<file path="src/rtl/core/pixel_format_to_argb32_top_assert.svh">
// Assertion macros used by the top-level RTL file of the pixel format converter.
`ifndef PIXEL_FORMAT_TO_ARGB32_TOP_ASSERT_SVH
`define PIXEL_FORMAT_TO_ARGB32_TOP_ASSERT_SVH

// The consequent must hold in the same cycle as the antecedent.
`define PFA_ASSERT_SAME(label, clk, rst_n, ante, cons) \
	label: assert property (@(posedge clk) disable iff (!rst_n) (ante) |-> (cons)) \
		else $error("pixel format converter: same-cycle check failed");

// The consequent must hold in the cycle after the antecedent.
`define PFA_ASSERT_NEXT(label, clk, rst_n, ante, cons) \
	label: assert property (@(posedge clk) disable iff (!rst_n) (ante) |=> (cons)) \
		else $error("pixel format converter: next-cycle check failed");

`endif

</file>
<file path="src/rtl/core/pfa_pkg.sv">
`default_nettype none
package pfa_pkg;

	localparam int unsigned CfgDataW = 13;
	localparam int unsigned CfgIndexW = 3;

	localparam logic [2:0] FMT_RGB565 = 3'd0;
	localparam logic [2:0] FMT_RGB888 = 3'd1;
	localparam logic [2:0] FMT_XRGB32 = 3'd2;
	localparam logic [2:0] FMT_RGBA_PREMUL = 3'd3;
	localparam logic [2:0] FMT_ARGB32 = 3'd4;

	localparam logic [CfgIndexW-1:0] REG_PIXEL_FORMAT = 3'd0;
	localparam logic [CfgIndexW-1:0] REG_IMAGE_WIDTH = 3'd1;
	localparam logic [CfgIndexW-1:0] REG_IMAGE_HEIGHT = 3'd2;
	localparam logic [CfgIndexW-1:0] REG_RECT_X = 3'd3;
	localparam logic [CfgIndexW-1:0] REG_RECT_Y = 3'd4;
	localparam logic [CfgIndexW-1:0] REG_RECT_WIDTH = 3'd5;
	localparam logic [CfgIndexW-1:0] REG_RECT_HEIGHT = 3'd6;

	typedef struct packed {
		logic [2:0] pixel_format;
		logic [12:0] image_width;
		logic [12:0] image_height;
		logic [11:0] rect_x;
		logic [11:0] rect_y;
		logic [9:0] rect_width;
		logic [9:0] rect_height;
	} cfg_t;

	typedef struct packed {
		logic outside;
		logic last;
	} pos_t;

endpackage
`default_nettype wire

</file>
<file path="src/rtl/core/pfa_cfg_regs.sv">
`default_nettype none
module pfa_cfg_regs (
	input wire logic clk,
	input wire logic arst_n,
	input wire logic cfg_we,
	input wire logic [pfa_pkg::CfgIndexW-1:0] cfg_index,
	input wire logic [pfa_pkg::CfgDataW-1:0] cfg_data,
	output pfa_pkg::cfg_t cfg
);

	pfa_pkg::cfg_t cfg_q;

	always_ff @(posedge clk or negedge arst_n) begin
		if (!arst_n) begin
			cfg_q.pixel_format <= pfa_pkg::FMT_RGB565;
			cfg_q.image_width <= 13'd1;
			cfg_q.image_height <= 13'd1;
			cfg_q.rect_x <= 12'd0;
			cfg_q.rect_y <= 12'd0;
			cfg_q.rect_width <= 10'd1;
			cfg_q.rect_height <= 10'd1;
		end else if (cfg_we) begin
			unique case (cfg_index)
				pfa_pkg::REG_PIXEL_FORMAT: cfg_q.pixel_format <= cfg_data[2:0];
				pfa_pkg::REG_IMAGE_WIDTH: cfg_q.image_width <= cfg_data[12:0];
				pfa_pkg::REG_IMAGE_HEIGHT: cfg_q.image_height <= cfg_data[12:0];
				pfa_pkg::REG_RECT_X: cfg_q.rect_x <= cfg_data[11:0];
				pfa_pkg::REG_RECT_Y: cfg_q.rect_y <= cfg_data[11:0];
				pfa_pkg::REG_RECT_WIDTH: cfg_q.rect_width <= cfg_data[9:0];
				pfa_pkg::REG_RECT_HEIGHT: cfg_q.rect_height <= cfg_data[9:0];
				default: ;
			endcase
		end
	end

	assign cfg = cfg_q;

endmodule
`default_nettype wire

</file>
<file path="src/rtl/core/pfa_position.sv">
`default_nettype none
module pfa_position #(
	parameter int unsigned MAX_TILE = 512,
	parameter int unsigned MAX_IMAGE = 4096
) (
	input wire logic clk,
	input wire logic arst_n,
	input wire logic advance,
	input wire pfa_pkg::cfg_t cfg,
	output pfa_pkg::pos_t pos
);

	localparam int unsigned CntW = (MAX_TILE > 1) ? $clog2(MAX_TILE) : 1;
	localparam int unsigned ImgW = $clog2(MAX_IMAGE + 1);
	localparam int unsigned CmpW = (ImgW > 14) ? ImgW : 14;

	logic [CntW-1:0] col_q;
	logic [CntW-1:0] row_q;
	logic [CmpW-1:0] tile_w;
	logic [CmpW-1:0] tile_h;
	logic [CmpW-1:0] img_w;
	logic [CmpW-1:0] img_h;
	logic [CmpW-1:0] col_x;
	logic [CmpW-1:0] row_y;
	logic end_col;
	logic end_row;

	always_comb begin
		if (cfg.rect_width == 10'd0) begin
			tile_w = CmpW'(1);
		end else if (CmpW'(cfg.rect_width) > CmpW'(MAX_TILE)) begin
			tile_w = CmpW'(MAX_TILE);
		end else begin
			tile_w = CmpW'(cfg.rect_width);
		end
		if (cfg.rect_height == 10'd0) begin
			tile_h = CmpW'(1);
		end else if (CmpW'(cfg.rect_height) > CmpW'(MAX_TILE)) begin
			tile_h = CmpW'(MAX_TILE);
		end else begin
			tile_h = CmpW'(cfg.rect_height);
		end
		img_w = (CmpW'(cfg.image_width) > CmpW'(MAX_IMAGE)) ? CmpW'(MAX_IMAGE)
			: CmpW'(cfg.image_width);
		img_h = (CmpW'(cfg.image_height) > CmpW'(MAX_IMAGE)) ? CmpW'(MAX_IMAGE)
			: CmpW'(cfg.image_height);
		col_x = CmpW'(cfg.rect_x) + CmpW'(col_q);
		row_y = CmpW'(cfg.rect_y) + CmpW'(row_q);
		end_col = CmpW'(col_q) >= (tile_w - CmpW'(1));
		end_row = CmpW'(row_q) >= (tile_h - CmpW'(1));
	end

	assign pos.outside = (col_x >= img_w) || (row_y >= img_h);
	assign pos.last = end_col && end_row;

	always_ff @(posedge clk or negedge arst_n) begin
		if (!arst_n) begin
			col_q <= '0;
			row_q <= '0;
		end else if (advance) begin
			if (end_col) begin
				col_q <= '0;
				row_q <= end_row ? '0 : row_q + CntW'(1);
			end else begin
				col_q <= col_q + CntW'(1);
			end
		end
	end

endmodule
`default_nettype wire

</file>
<file path="src/rtl/core/pfa_convert.sv">
`default_nettype none
module pfa_convert (
	input wire logic [2:0] pixel_format,
	input wire logic [31:0] raw,
	input wire logic outside,
	output logic [31:0] argb
);

	function automatic logic [7:0] premul(input logic [7:0] c, input logic [7:0] a);
		logic [16:0] t;
		logic [16:0] s;
		t = 17'(16'(c) * 16'(a)) + 17'h80;
		s = t + (t >> 8);
		return s[15:8];
	endfunction

	logic [7:0] r565;
	logic [7:0] g565;
	logic [7:0] b565;
	logic [31:0] conv;

	assign r565 = {raw[15:11], raw[15:13]};
	assign g565 = {raw[10:5], raw[10:9]};
	assign b565 = {raw[4:0], raw[4:2]};

	always_comb begin
		unique case (pixel_format)
			pfa_pkg::FMT_RGB565: conv = {8'hff, r565, g565, b565};
			pfa_pkg::FMT_RGB888: conv = {8'hff, raw[7:0], raw[15:8], raw[23:16]};
			pfa_pkg::FMT_XRGB32: conv = {8'hff, raw[23:0]};
			pfa_pkg::FMT_RGBA_PREMUL: conv = {raw[31:24], premul(raw[7:0], raw[31:24]),
				premul(raw[15:8], raw[31:24]), premul(raw[23:16], raw[31:24])};
			pfa_pkg::FMT_ARGB32: conv = raw;
			default: conv = 32'd0;
		endcase
	end

	assign argb = outside ? 32'd0 : conv;

endmodule
`default_nettype wire

</file>
<file path="src/rtl/core/pixel_format_to_argb32_top.sv">
// Channel   Direction  Handshake            Payload
// in        sink       in_valid/in_stall    raw_pixel
// out       source     out_valid/out_stall  argb_pixel, padded, last
// cfg       sink       cfg_we               cfg_index, cfg_data
//
// One pixel per clock is accepted while in_stall is low; each result is presented from the
// result register once its input transaction has passed the input register.
// The latency is set by the input register and the result register around the converter.
// Reset clears the valid bits, the rectangle counters and the configuration registers to their defaults.
// A stall on the output backs up through both stages to in_stall in the same cycle.
`default_nettype none
`include "pixel_format_to_argb32_top_assert.svh"
module pixel_format_to_argb32_top #(
	parameter int unsigned MAX_TILE = 512,
	parameter int unsigned MAX_IMAGE = 4096
) (
	input wire logic clk,
	input wire logic arst_n,
	input wire logic cfg_we,
	input wire logic [pfa_pkg::CfgIndexW-1:0] cfg_index,
	input wire logic [pfa_pkg::CfgDataW-1:0] cfg_data,
	input wire logic in_valid,
	output logic in_stall,
	input wire logic [31:0] raw_pixel,
	output logic out_valid,
	input wire logic out_stall,
	output logic [31:0] argb_pixel,
	output logic padded,
	output logic last
);

	pfa_pkg::cfg_t cfg;
	pfa_pkg::pos_t pos;
	pfa_pkg::pos_t pos_s1;
	logic valid_s1;
	logic valid_s2;
	logic [31:0] raw_s1;
	logic [31:0] argb_s2;
	logic padded_s2;
	logic last_s2;
	logic [31:0] argb_next;
	logic take_s2;
	logic take_s1;

	pfa_cfg_regs u_cfg (
		.clk(clk),
		.arst_n(arst_n),
		.cfg_we(cfg_we),
		.cfg_index(cfg_index),
		.cfg_data(cfg_data),
		.cfg(cfg)
	);

	pfa_position #(
		.MAX_TILE(MAX_TILE),
		.MAX_IMAGE(MAX_IMAGE)
	) u_pos (
		.clk(clk),
		.arst_n(arst_n),
		.advance(take_s1),
		.cfg(cfg),
		.pos(pos)
	);

	pfa_convert u_conv (
		.pixel_format(cfg.pixel_format),
		.raw(raw_s1),
		.outside(pos_s1.outside),
		.argb(argb_next)
	);

	assign take_s2 = !valid_s2 || !out_stall;
	assign in_stall = valid_s1 && !take_s2;
	assign take_s1 = in_valid && !in_stall;

	always_ff @(posedge clk or negedge arst_n) begin
		if (!arst_n) begin
			valid_s1 <= 1'b0;
			valid_s2 <= 1'b0;
		end else begin
			if (!in_stall) begin
				valid_s1 <= in_valid;
			end
			if (take_s2) begin
				valid_s2 <= valid_s1;
			end
		end
	end

	always_ff @(posedge clk) begin
		if (take_s1) begin
			raw_s1 <= raw_pixel;
			pos_s1 <= pos;
		end
		if (take_s2 && valid_s1) begin
			argb_s2 <= argb_next;
			padded_s2 <= pos_s1.outside;
			last_s2 <= pos_s1.last;
		end
	end

	assign out_valid = valid_s2;
	assign argb_pixel = argb_s2;
	assign padded = padded_s2;
	assign last = last_s2;

	`PFA_ASSERT_SAME(a_stall_needs_full, clk, arst_n, in_stall, valid_s1 && valid_s2)
	`PFA_ASSERT_SAME(a_padded_is_zero, clk, arst_n, out_valid && padded, argb_pixel == 32'd0)
	`PFA_ASSERT_NEXT(a_s1_moves_on, clk, arst_n, valid_s1 && !valid_s2, out_valid)

endmodule
`default_nettype wire

</file>
<file path="config.mk">
export PLATFORM = sky130hd
export DESIGN_NAME = pixel_format_to_argb32_top
export DESIGN_NICKNAME = d
export VERILOG_FILES = /design/src/rtl/core/pfa_pkg.sv /design/src/rtl/core/pfa_cfg_regs.sv /design/src/rtl/core/pfa_position.sv /design/src/rtl/core/pfa_convert.sv /design/src/rtl/core/pixel_format_to_argb32_top.sv
export VERILOG_INCLUDE_DIRS = /design/src /design/src/rtl/core
export SDC_FILE = /design/constraint.sdc
export NUM_CORES = 1
export LEC_CHECK = 0
export BUFFER_PORTS_ARGS = -buffer_cell sky130_fd_sc_hd__buf_2
export CORE_MARGIN = 1.5
export CORE_UTILIZATION = 50
export CTS_BUF_LIST = sky130_fd_sc_hd__clkbuf_4
export CTS_CLUSTER_DIAMETER = 80
export DETAILED_ROUTE_END_ITERATION = 8
export HOLD_SLACK_MARGIN = 0.08
export PLACE_DENSITY_LB_ADDON = 0.08
export SETUP_SLACK_MARGIN = 0.5
export SKIP_LAST_GASP = 1
export SYNTH_ARGS = -nofsm -noshare
export SYNTH_HDL_FRONTEND = slang
export SYNTH_HIERARCHICAL = 1
export SYNTH_SLANG_ARGS = --single-unit
</file>
<file path="constraint.sdc">
create_clock -name clk -period 8.5 [get_ports clk]
set_input_delay 1.275 -clock clk [delete_from_list [all_inputs] [get_ports clk]]
set_output_delay 1.275 -clock clk [all_outputs]
set_load 0.05 [all_outputs]
</file>
==> results of run 1 <==
cell type report:
cell class,instances,area (um^2)
Multi-Input combinational cell,1412,12200
Tap cell,455,569
Sequential cell,161,4370
Timing Repair Buffer,100,533
Antenna cell,4,10.0
Clock inverter,14,145
Fill cell,3213,15900
Clock buffer,18,135
Inverter,200,751
cell usage after synthesis (5+ instances only):
cell / number / area share
a2111oi_0: 6 / 0.0030
a211oi_1: 12 / 0.0051
a21o_1: 19 / 0.0081
a21oi_1: 76 / 0.022
a22o_1: 8 / 0.0040
a22oi_1: 18 / 0.0076
a31oi_1: 15 / 0.0053
and2_1: 143 / 0.051
and3_1: 14 / 0.0050
buf_1: 6 / 0.0013
buf_2: 8 / 0.0023
clkbuf_1: 65 / 0.014
dfrtp_1: 89 / 0.13
edfxtp_1: 68 / 0.12
fa_1: 113 / 0.13
ha_1: 213 / 0.15
inv_1: 200 / 0.042
mux2_2: 44 / 0.028
mux2_4: 31 / 0.026
mux2i_1: 17 / 0.0096
nand2_1: 155 / 0.033
nand2b_1: 13 / 0.0046
nand3_1: 36 / 0.010
nand4_1: 14 / 0.0050
nand4b_1: 7 / 0.0035
nor2_1: 94 / 0.020
nor2b_1: 31 / 0.011
nor3_1: 43 / 0.012
nor4_1: 9 / 0.0032
o211ai_1: 22 / 0.0093
o21a_1: 18 / 0.0076
o21ai_0: 48 / 0.014
o21bai_1: 8 / 0.0034
o22ai_1: 7 / 0.0025
o31a_1: 6 / 0.0030
or3_1: 6 / 0.0021
or4_1: 5 / 0.0021
xnor2_1: 46 / 0.023
xor2_1: 17 / 0.0084
metal layers:
layer | routed length (um) | GRT usage | up-vias
met4 | 1340 | 0.0909 | 4
met1 | 19400 | 0.324 | 6617
met3 | 1620 | 0.0360 | 72
met2 | 22100 | 0.438 | 283
li1 | - | - | 6519
met5 | 26 | 0 | -
through the flow:
stage / instance area, um^2 / setup WS (ns)
3_3_place_gp: 18400 / 1.31
4_1_cts: 18700 / 1.17
5_1_grt: 18700 / 0.752
2_1_floorplan: 17700 / 1.86
6_report: 18700 / 1.12
3_5_place_dp: 18400 / 1.20
how the worst max path moves through the flow:
stage / start / to / slack (ns) / cells after the start
final: raw_s1[26] / argb_pixel[17] / 1.12 / 22
after global routing: raw_s1[26] / argb_pixel[17] / 0.75 / 22
after CTS: raw_s1[26] / argb_pixel[17] / 1.17 / 22
after detailed placement: raw_s1[26] / argb_pixel[17] / 1.20 / 22
after global placement: raw_s1[26] / argb_pixel[17] / 1.31 / 22
after floorplan: raw_s1[29] / argb_pixel[17] / 1.86 / 23
kinds of logic after synthesis:
kind of cell               count (synthesis)  share of synthesized area
AOI/OAI and AO/OA                        323                      0.128
adders and majority gates                330                      0.281
DFF                                      161                      0.248
xor gates and xnor gates                  68                     0.0375
buffers and inverters                    284                     0.0626
muxes                                     92                     0.0640
and+or+nand+nor                          599                      0.179
state kept, by name (all words and copies together) (netlist names):
register / count
argb_pixel: 32
last: 1
out_valid: 1
padded: 1
pos_s1: 2
raw_s1: 32
u_cfg/cfg: 73
u_pos/col_q: 9
u_pos/row_q: 9
valid_s1: 1
power by group through the flow:
stage	Sequential, uW	Combinational (uW)	Clock (uW)
2_1_floorplan	1190	3080	0
3_3_place_gp	1180	3920	0
3_5_place_dp	1180	3960	0
4_1_cts	1170	4000	507
5_1_grt	1190	4510	534
6_report	1170	4010	488
worst register-to-register path, stage by stage, from the launching register on:
cell and delay [ns]:
edfxtp_1 0.97, nand2_1 0.19, fa_1 0.54, fa_1 0.52, inv_1 0.05, fa_1 0.47
inv_1 0.05, fa_1 0.53, inv_1 0.04, ha_1 0.35, o21a_1 0.20, o31a_1 0.14
o21a_1 0.20, nor3_1 0.41, nor2_1 0.22, ha_1 0.36, nand4_1 0.10, o31a_1 0.29
maj3_2 0.32, o21a_1 0.17, o31a_1 0.36, or3_1 0.35, a221o_1 0.33
==> key figures, run 1 <==
Synthesis
  • Ys async rst share: 0.578
  • Post-synth EDFFs: 68
  • Synth unique cells: 103
  • Avg Inst Size Synth: 9.51 um^2
  • Sequential share of the synthesized area: 0.248
  • Synth Net Count: 2,236
  • Synth Flop Type: dfrtp_1
  • Synth warn: 6
  • Mapped cell area: 17,700 um^2
  • Syn Inst Count: 1,857
  • Yosys reg bits: 161

Power and ir drop
  • Total Power: 5660 uW
  • Logic pwr share: 0.708
  • Sw frac: 0.512
  • P_leak: 0.00868 uW
  • Pwr Density: 302 nW/um^2
  • Pint: 2760 uW
  • NetSw: 2900 uW
  • Clk pwr share: 0.086
  • Flop pwr share: 0.206
  • VDD IR max: 0.152 mV

STA
  • Max-slew violation count: 0
  • Fmax: 136 MHz
  • Final hold slack: 0.464 ns
  • Slew @ Worst Pin: 0.974 ns
  • Relative slew margins: 0.350
  • Final setup vio count: 0
  • Setup TNS Final: 0 ns
  • RSZ-0062 raised after global routing: no
  • Hold Fails Final Rpt: 0
  • Clock Skew: 0.0350 ns
  • Tmin final: 7.38 ns
  • Final worst-path cycle share: 0.868

Clock tree
  • CTS tree: yes
  • Post-CTS Hold Fix Bufs: 0
  • Clock sinks: 161
  • Post-cts resize count: 0
  • Clock transition at the registers of the reported paths: 0.15 ns
  • Post CTS Setup Buffer Count: 0
  • H-tree Lvls: 4
  • Worst skew pair latency: 0.65 ns
  • Clock tree buffer depth: 2
  • Total CTS buffers: 17
  • Root Driver: clkbuf_4

Worst hold path
  • Hold Crit Endpoint: last
  • Hold Path Class: register to register
  • Hold Crit Depth: 0
  • Hold Startpoint: pos_s1[0]

Worst setup path
  • Capturing point of the worst reg2reg path: argb_pixel[17]
  • CP arrival: 7.79 ns
  • Crit-path slowest cell: edfxtp_1
  • CP Capture Type: register
  • Internal reg-to-reg setup slack: 1.12 ns
  • CP startpoint kind: register
  • WP buf/inv: 3
  • R2R depth: 22
  • Crit-path max FO: 25
  • Required @ worst endpoint: 8.91 ns
  • Worst Path Class, Setup: register to register
  • Worst R2R Start: raw_s1[26]
  • Worst path top cell family by delay: adder cells
  • Critical path, cell by cell: nand2_1 -> fa_1 -> fa_1 -> inv_1 -> fa_1 -> inv_1 -> fa_1 -> inv_1 -> ha_1 -> o21a_1 -> o31a_1 -> o21a_1 -> nor3_1 -> nor2_1 -> ha_1 -> nand4_1 -> o31a_1 -> maj3_2 -> o21a_1 -> o31a_1 -> or3_1 -> a221o_1
  • Worst path max stage delay: 0.97 ns
  • Most frequent CP cell: fa_1

Flow run
  • Max Cap Violations: 0

Detailed routing
  • Via density: 5.71
  • Via Count: 13,495
  • Residual DRC count: 0
  • Final antenna-violating net count: 0
  • Drt pass-1 iters: 5
  • Routed wire length: 44,500 um
  • WL/cell: 18.8 um
  • Initial DRC count: 765

Floorplan
  • Die area: 36,500 um^2
  • Core Box Area: 34,600 um^2
  • Die X: 191 um
  • Initial Utilization: 0.510
  • Top Ports: 89
  • Die height: 191 um
  • FP Rows: 68

Finish
  • Commonest non-fill, non-tap cell in the layout: ha_1
  • Final nets: 2,271
  • Layout Utilization: 0.541
  • Most frequent cells in the layout: ha_1 (213), inv_1 (200), nand2_1 (155), and2_1 (142), fa_1 (113)
  • Area grow syn2layout: 5.97%
  • Non-Filler Instances: 2,364
  • Share of cells above drive strength 1: 0.130

Placed design
  • PortBufs: 88
  • Post-DP HPWL: 34,200 um
  • Placed cell count: 2,328
  • GP Congestion: 0.892

Status
  • Status: finished clean

GRT
  • First-pass GRT wire length: 71,300 um
  • Largest net degree at the start of global routing: 57
  • Vias in the first global route: 13,327
  • Overall Global Routing Usage: 0.254
  • Grt ovf: 0
  • Initial antenna violation count: 6
Note: power is estimated with default switching activity, not from simulation.
==> run 2, diff against run 1 <==
Settings changed: CORE_MARGIN 1.5 to default, CTS_BUF_LIST sky130_fd_sc_hd__clkbuf_4 to default.
==> run 2 against run 1 <==
Clock power rose by 64%. Power rose by 5.7%. Clock skew fell by 0.017 ns. Routed wire length rose by 2.8%. Hold slack got worse by 0.038 ns. Global-route usage rose by 1.1 points. Sequential share of layout area fell by 0.41 points. Fmax fell by 0.16%. Via count rose by 0.81%. Largest power group unchanged.
==> key figures, run 2 (synthesized netlist as in run 1, its figures left out) <==
Power and ir drop
  • Pint: 3010 uW (was 2760 uW)
  • P_leak: 0.00883 uW (was 0.00868 uW)
  • NetSw: 2970 uW (was 2900 uW)
  • Flop pwr share: 0.192 (was 0.206)
  • Total Power: 5980 uW (was 5660 uW)
  • Pwr Density: 314 nW/um^2 (was 302 nW/um^2)
  • Clk pwr share: 0.134 (was 0.086)
  • Sw frac: 0.497 (was 0.512)
  • VDD IR max: 0.172 mV (was 0.152 mV)
  • Logic pwr share: 0.674 (was 0.708)

GRT
  • Grt ovf: 0 (unchanged)
  • M2 GR Usage: 0.479 (was 0.438)
  • Met3 Resource Use GR: 0.0319 (was 0.0360)
  • First-pass GRT wire length: 73,900 um (was 71,300 um)
  • Overall Global Routing Usage: 0.265 (was 0.254)
  • Vias in the first global route: 13,815 (was 13,327)
  • GR peak layer: met2 (unchanged)
  • Met1 Resource Use GR: 0.328 (was 0.324)
  • Largest net degree at the start of global routing: 55 (was 57)
  • Initial antenna violation count: 2 (was 6)

Clock tree
  • Clock transition at the registers of the reported paths: 0.08 ns (was 0.15 ns)
  • Worst skew pair latency: 0.45 ns (was 0.65 ns)
  • H-tree Lvls: 4 (unchanged)
  • Root Driver: clkbuf_16 (was clkbuf_4)
  • Total CTS buffers: 17 (unchanged)
  • Post-cts resize count: 0 (unchanged)
  • Post-CTS Hold Fix Bufs: 0 (unchanged)
  • Clock sinks: 161 (unchanged)
  • Clock tree buffer depth: 2 (unchanged)
  • CTS tree: yes (unchanged)
  • Post CTS Setup Buffer Count: 0 (unchanged)

Finish
  • Area grow syn2layout: 7.86% (was 5.97%)
  • Final nets: 2,273 (was 2,271)
  • Share of cells above drive strength 1: 0.132 (was 0.130)
  • FILL cells: 3,130 (was 3,213)
  • Commonest non-fill, non-tap cell in the layout: ha_1 (unchanged)
  • Max reg flops: 73 (unchanged)
  • Most frequent cells in the layout: ha_1 (213), inv_1 (200), nand2_1 (155), and2_1 (142), fa_1 (113) (unchanged)
  • Non-Filler Instances: 2,363 (was 2,364)

Floorplan
  • Die height: 190 um (was 191 um)
  • Core Box Area: 34,600 um^2 (unchanged)
  • Initial Utilization: 0.510 (unchanged)
  • Top Ports: 89 (unchanged)
  • FP Rows: 68 (unchanged)
  • Die area: 36,100 um^2 (was 36,500 um^2)
  • Die X: 190 um (was 191 um)

Worst setup path
  • Crit-path max FO: 25 (unchanged)
  • CP Capture Type: register (unchanged)
  • Worst Path Class, Setup: register to register (unchanged)
  • CP arrival: 7.59 ns (was 7.79 ns)
  • CP startpoint kind: register (unchanged)
  • Critical path, cell by cell: nand2_1 -> fa_1 -> fa_1 -> inv_1 -> fa_1 -> inv_1 -> fa_1 -> inv_1 -> ha_1 -> o21a_1 -> o31a_1 -> o21a_1 -> nor3_1 -> nor2_1 -> ha_1 -> nand4_1 -> o31a_1 -> maj3_2 -> o21a_1 -> o31a_1 -> or3_1 -> a221o_1 (unchanged)
  • Crit-path slowest cell: edfxtp_1 (unchanged)
  • Required @ worst endpoint: 8.70 ns (was 8.91 ns)
  • Most frequent CP cell: fa_1 (unchanged)
  • Worst path max stage delay: 0.95 ns (was 0.97 ns)

Worst hold path
  • Hold Path Class: register to register (unchanged)

Placed design
  • GP Congestion: 0.878 (was 0.892)
  • Placed cell count: 2,330 (was 2,328)
  • Setup WS pre-CTS: 1.20 ns (about the same)
  • PortBufs: 88 (unchanged)
  • Post-DP HPWL: 34,500 um (was 34,200 um)

STA
  • Final setup vio count: 0 (unchanged)
  • Final setup margin: 1.11 ns (was 1.12 ns)
  • Hold Fails Final Rpt: 0 (unchanged)
  • Clock Skew: 0.0177 ns (was 0.0350 ns)
  • Slew @ Worst Pin: 0.902 ns (was 0.974 ns)
  • Relative slew margins: 0.399 (was 0.350)
  • Final hold slack: 0.427 ns (was 0.464 ns)
  • RSZ-0062 raised after global routing: no (unchanged)
  • Max-slew violation count: 0 (unchanged)
  • Setup TNS Final: 0 ns (unchanged)
  • Final worst-path cycle share: 0.869 (was 0.868)
  • Fmax: 135 MHz (was 136 MHz)
  • Tmin final: 7.39 ns (was 7.38 ns)

Detailed routing
  • Initial DRC count: 809 (was 765)
  • Drt pass-1 iters: 7 (was 5)
  • Final antenna-violating net count: 0 (unchanged)
  • Residual DRC count: 0 (unchanged)
  • Routed wire length: 45,800 um (was 44,500 um)
  • Via Count: 13,604 (was 13,495)
  • Via density: 5.76 (was 5.71)
  • WL/cell: 19.4 um (was 18.8 um)

Flow run
  • Max Cap Violations: 0 (unchanged)

Status
  • Status: finished clean (unchanged)
run 2: stage by stage:
step                instance area, um^2   util
detailed placement                18400  0.533
finish                            19100  0.550
global route                      19100  0.550
floorplan                         17700      -
global placement                  18400  0.533
CTS                               19100  0.550
run 2: worst paths after layout:
path                             from              to  slack [ns]  cells after the start
setup / recovery           raw_s1[27]  argb_pixel[17]        1.11                     22
hold / removal              pos_s1[0]            last        0.43                      0
hold reg to reg             pos_s1[0]            last        0.43                      0
setup reg to reg           raw_s1[27]  argb_pixel[17]        1.11                     22
min in group asynchronous      arst_n       out_valid        0.84                      1
max in group asynchronous      arst_n  u_pos/col_q[8]        6.59                      2
run 2: cell type report:
type / count / area [um^2] / share of cell area
Inverter: 200 / 751 / 0.0394
Clock inverter: 15 / 181 / 0.00952
Multi-Input combinational cell: 1412 / 12200 / 0.640
Antenna cell: 1 / 2.50 / 0.000131
Tap cell: 455 / 569 / 0.0299
Sequential cell: 161 / 4370 / 0.230
Timing Repair Buffer: 102 / 548 / 0.0288
Clock buffer: 17 / 425 / 0.0223
run 2: power groups by stage:
stage               sequential [uW]  clock, uW  combinational (uW)
floorplan                      1190          0                3080
global placement               1160          0                3910
detailed placement             1160          0                3970
CTS                            1150        823                4010
global route                   1180        851                4510
finish                         1150        801                4030
run 2: routing by layer:
metal / vias up / share of wire
met3: 42 / 0.035
met4: 2 / 0.020
met1: 6750 / 0.43
met5: - / 0.00020
li1: 6525 / -
met2: 285 / 0.51
run 2: critical path: cells and delay by family, from the launching register on:
kind	cells	cell delay (ns)
buffers and inverters	3	0.14
AOI/OAI and AO/OA	7	1.73
adders and majority gates	7	3.06
and+or+nand+nor	5	1.27
DFF	1	0.95
==> run 3, diff against run 2 <==
Settings changed: ABC_AREA from default to 1.
==> run 3 against run 2 <==
Fmax rose by 17%. Clock skew fell by 0.00059 ns. First-iteration DRC count rose by 17%. Highest routed layer is now met4. Power rose by 7.5%.
==> key figures, run 3 <==
Clock tree
  • Post-CTS Hold Fix Bufs: 0 (unchanged)
  • Post-cts resize count: 0 (unchanged)
  • Clock transition at the registers of the reported paths: 0.07 ns (was 0.08 ns)
  • CTS tree: yes (unchanged)
  • Total CTS buffers: 17 (unchanged)
  • Worst skew pair latency: 0.46 ns (was 0.45 ns)
  • Clock tree buffer depth: 2 (unchanged)
  • Post CTS Setup Buffer Count: 0 (unchanged)
  • Clock sinks: 161 (unchanged)
  • H-tree Lvls: 4 (unchanged)
  • Root Driver: clkbuf_16 (unchanged)

Finish
  • Commonest non-fill, non-tap cell in the layout: nand2_1 (was ha_1)
  • Footprint of the multi-input gates: 12,000 um^2 (was 12,200 um^2)
  • Share of cells above drive strength 1: 0.0793 (was 0.132)
  • Max reg flops: 73 (unchanged)
  • Most frequent cells in the layout: nand2_1 (837), inv_1 (533), ha_1 (213), nand3_1 (194), nor2_1 (115) (was ha_1 (213), inv_1 (200), nand2_1 (155), and2_1 (142), fa_1 (113))
  • ANT cells: 0 (was 1)
  • Final nets: 3,040 (was 2,273)
  • Register Area: 4370 um^2 (unchanged)
  • Final Cell Area: 20,100 um^2 (was 19,100 um^2)
  • FILL cells: 3,573 (was 3,130)
  • Area grow syn2layout: 7.12% (was 7.86%)

Worst setup path
  • Crit-path slowest cell: edfxtp_1 (unchanged)
  • WP buf/inv: 4 (was 3)
  • Required @ worst endpoint: 8.68 ns (was 8.70 ns)
  • CP startpoint kind: register (unchanged)
  • Worst R2R Start: raw_s1[28] (was raw_s1[27])
  • Most frequent CP cell: nand2_1 (was fa_1)
  • Capturing point of the worst reg2reg path: argb_pixel[5] (was argb_pixel[17])
  • Crit. Startpoint: raw_s1[28] (was raw_s1[27])
  • Internal reg-to-reg setup slack: 2.20 ns (was 1.11 ns)
  • R2R depth: 26 (was 22)
  • CP arrival: 6.48 ns (was 7.59 ns)
  • Worst path top cell family by delay: adder cells (unchanged)
  • CP Capture Type: register (unchanged)
  • Worst Path Class, Setup: register to register (unchanged)
  • Crit-path max FO: 25 (unchanged)
  • Worst path max stage delay: 1.07 ns (was 0.95 ns)

GRT
  • Initial antenna violation count: 0 (was 2)
  • Grt ovf: 0 (unchanged)
  • Overall Global Routing Usage: 0.260 (was 0.265)
  • Vias in the first global route: 16,066 (was 13,815)
  • Largest net degree at the start of global routing: 63 (was 55)
  • First-pass GRT wire length: 78,800 um (was 73,900 um)

Synthesis
  • Mapped cell area: 18,700 um^2 (was 17,700 um^2)
  • Area leader, netlist: nand2_1 (was ha_1)
  • Synth Net Count: 2,997 (was 2,236)
  • Most common cell in the synthesized netlist: nand2_1 (was ha_1)
  • Area contributors post-synth: nand2_1 (17%), ha_1 (14%), fa_1 (12%) (was ha_1 (15%), fa_1 (13%), dfrtp_1 (13%))
  • Avg Inst Size Synth: 7.15 um^2 (was 9.51 um^2)
  • Ys async rst share: 0.578 (unchanged)
  • Syn Inst Count: 2,618 (was 1,857)
  • Post-synth top cells: nand2_1 (837), inv_1 (534), ha_1 (213) (was ha_1 (213), inv_1 (200), nand2_1 (155))
  • Post-synth top area share: 0.168 (was 0.151)
  • Sequential share of the synthesized area: 0.234 (was 0.248)
  • Synth warn: 6 (unchanged)
  • Synth unique cells: 57 (was 103)
  • Post-synth EDFFs: 68 (unchanged)
  • Synth Flop Type: dfrtp_1 (unchanged)
  • Yosys reg bits: 161 (unchanged)

Placed design
  • GP Congestion: 0.883 (was 0.878)
  • Setup WS pre-CTS: 2.24 ns (was 1.20 ns)
  • Post-DP HPWL: 37,500 um (was 34,500 um)
  • PortBufs: 88 (unchanged)
  • Placed Area: 19,500 um^2 (was 18,400 um^2)

STA
  • Hold Fails Final Rpt: 0 (unchanged)
  • Tmin final: 6.30 ns (was 7.39 ns)
  • Final setup margin: 2.20 ns (was 1.11 ns)
  • RSZ-0062 raised after global routing: no (unchanged)
  • Fmax: 159 MHz (was 135 MHz)
  • Final worst-path cycle share: 0.741 (was 0.869)
  • Relative slew margins: 0.274 (was 0.399)
  • Clock Skew: 0.0171 ns (was 0.0177 ns)
  • Max-slew violation count: 0 (unchanged)
  • Final hold slack: 0.423 ns (was 0.427 ns)
  • Setup TNS Final: 0 ns (unchanged)
  • Slew @ Worst Pin: 1.09 ns (was 0.902 ns)
  • Final setup vio count: 0 (unchanged)

Floorplan
  • Die height: 196 um (was 190 um)
  • FP Rows: 70 (was 68)
  • Core Box Area: 36,700 um^2 (was 34,600 um^2)
  • Die X: 196 um (was 190 um)
  • Die area: 38,200 um^2 (was 36,100 um^2)
  • Top Ports: 89 (unchanged)
  • Initial Utilization: 0.510 (about the same)

Detailed routing
  • Drt pass-1 iters: 5 (was 7)
  • Via Count: 16,233 (was 13,604)
  • Via density: 5.17 (was 5.76)
  • Routed wire length: 47,700 um (was 45,800 um)
  • WL/cell: 15.2 um (was 19.4 um)
  • Final antenna-violating net count: 0 (unchanged)
  • Initial DRC count: 943 (was 809)
  • Residual DRC count: 0 (unchanged)

Flow run
  • Max Cap Violations: 0 (unchanged)

Power and ir drop
  • Pwr Density: 321 nW/um^2 (was 314 nW/um^2)
  • VDD IR max: 0.159 mV (was 0.172 mV)
  • P_leak: 0.0117 uW (was 0.00883 uW)
  • Total Power: 6430 uW (was 5980 uW)

Worst hold path
  • Hold Crit Depth: 0 (unchanged)
  • Hold Crit Endpoint: last (unchanged)
  • Hold Path Class: register to register (unchanged)
  • Hold Startpoint: pos_s1[0] (unchanged)

Status
  • Status: finished clean (unchanged)
## run 3: changes by cell type after synthesis, moves of 22 or more
| cell | before | now |
|---|---|---|
| clkbuf_1 | 65 | 43 |
| inv_1 | 200 | 534 |
| nand3_1 | 36 | 194 |
| nand2_1 | 155 | 837 |
| and2_1 | 143 | 6 |
| a21oi_1 | 76 | 100 |
| nor2b_1 | 31 | 0 |
| mux2_2 | 44 | 0 |
| xnor2_1 | 46 | 21 |
| mux2_4 | 31 | 0 |
| nor3_1 | 43 | 20 |
| nor2_1 | 94 | 116 |
## run 3: layer usage
metal  GRT usage  share of wire
met5           0              0
met4      0.0916          0.026
met3      0.0349          0.038
met2       0.466           0.50
met1       0.320           0.44
## run 3: worst max path at each step
stage | depth (start not counted) | end
6_report | 26 | argb_pixel[5]
5_1_grt | 25 | argb_pixel[8]
4_1_cts | 26 | argb_pixel[5]
3_5_place_dp | 25 | argb_pixel[0]
3_3_place_gp | 27 | argb_pixel[8]
2_1_floorplan | 28 | argb_pixel[5]
## run 3: layout make-up
type                       instances  area share
tap                              468      0.0292
clock inverter                    14     0.00711
inverter                         543       0.102
clock buffer                      18      0.0219
multi-input combinational       1842       0.597
timing repair buffer              96      0.0251
sequential                       161       0.218
## run 3: cells by family after synthesis
family                     count (synthesis)  share of synthesized area
and+or+nand+nor                         1289                      0.296
adders and majority gates                326                      0.263
buffers and inverters                    615                      0.128
DFF                                      161                      0.234
AOI/OAI and AO/OA                        175                     0.0536
xor gates and xnor gates                  52                     0.0261
## run 3: per-stage QoR
step / cells / util
2_1_floorplan: 2618 / -
3_3_place_gp: 3110 / 0.531
3_5_place_dp: 3110 / 0.531
4_1_cts: 3142 / 0.547
5_1_grt: 3142 / 0.547
6_report: 3142 / 0.547
## run 3: power by group
group	total [uW]	leakage [uW]	switching, uW	internal, uW
Clock	779	0.000290	381	399
Combinational	4540	0.00953	2990	1550
Sequential	1110	0.00183	149	965
Total	6430	0.0117	3520	2910
## run 3: worst reg2reg max path, stage by stage, from the launching register on
cell	delay [ns]
edfxtp_1	1.07
nand2_1	0.18
fa_1	0.53
fa_1	0.49
inv_1	0.05
fa_1	0.52
inv_1	0.05
fa_1	0.52
inv_1	0.04
ha_1	0.36
nand2_1	0.15
inv_1	0.05
nand2_1	0.06
nand2_1	0.06
or2_2	0.32
xor2_4	0.24
ha_1	0.28
and3_1	0.19
nand3_1	0.08
nand2_1	0.07
or2_2	0.28
nand2_1	0.07
o21bai_1	0.06
nand3_1	0.09
nand3_1	0.07
nand3_1	0.08
a21oi_1	0.06
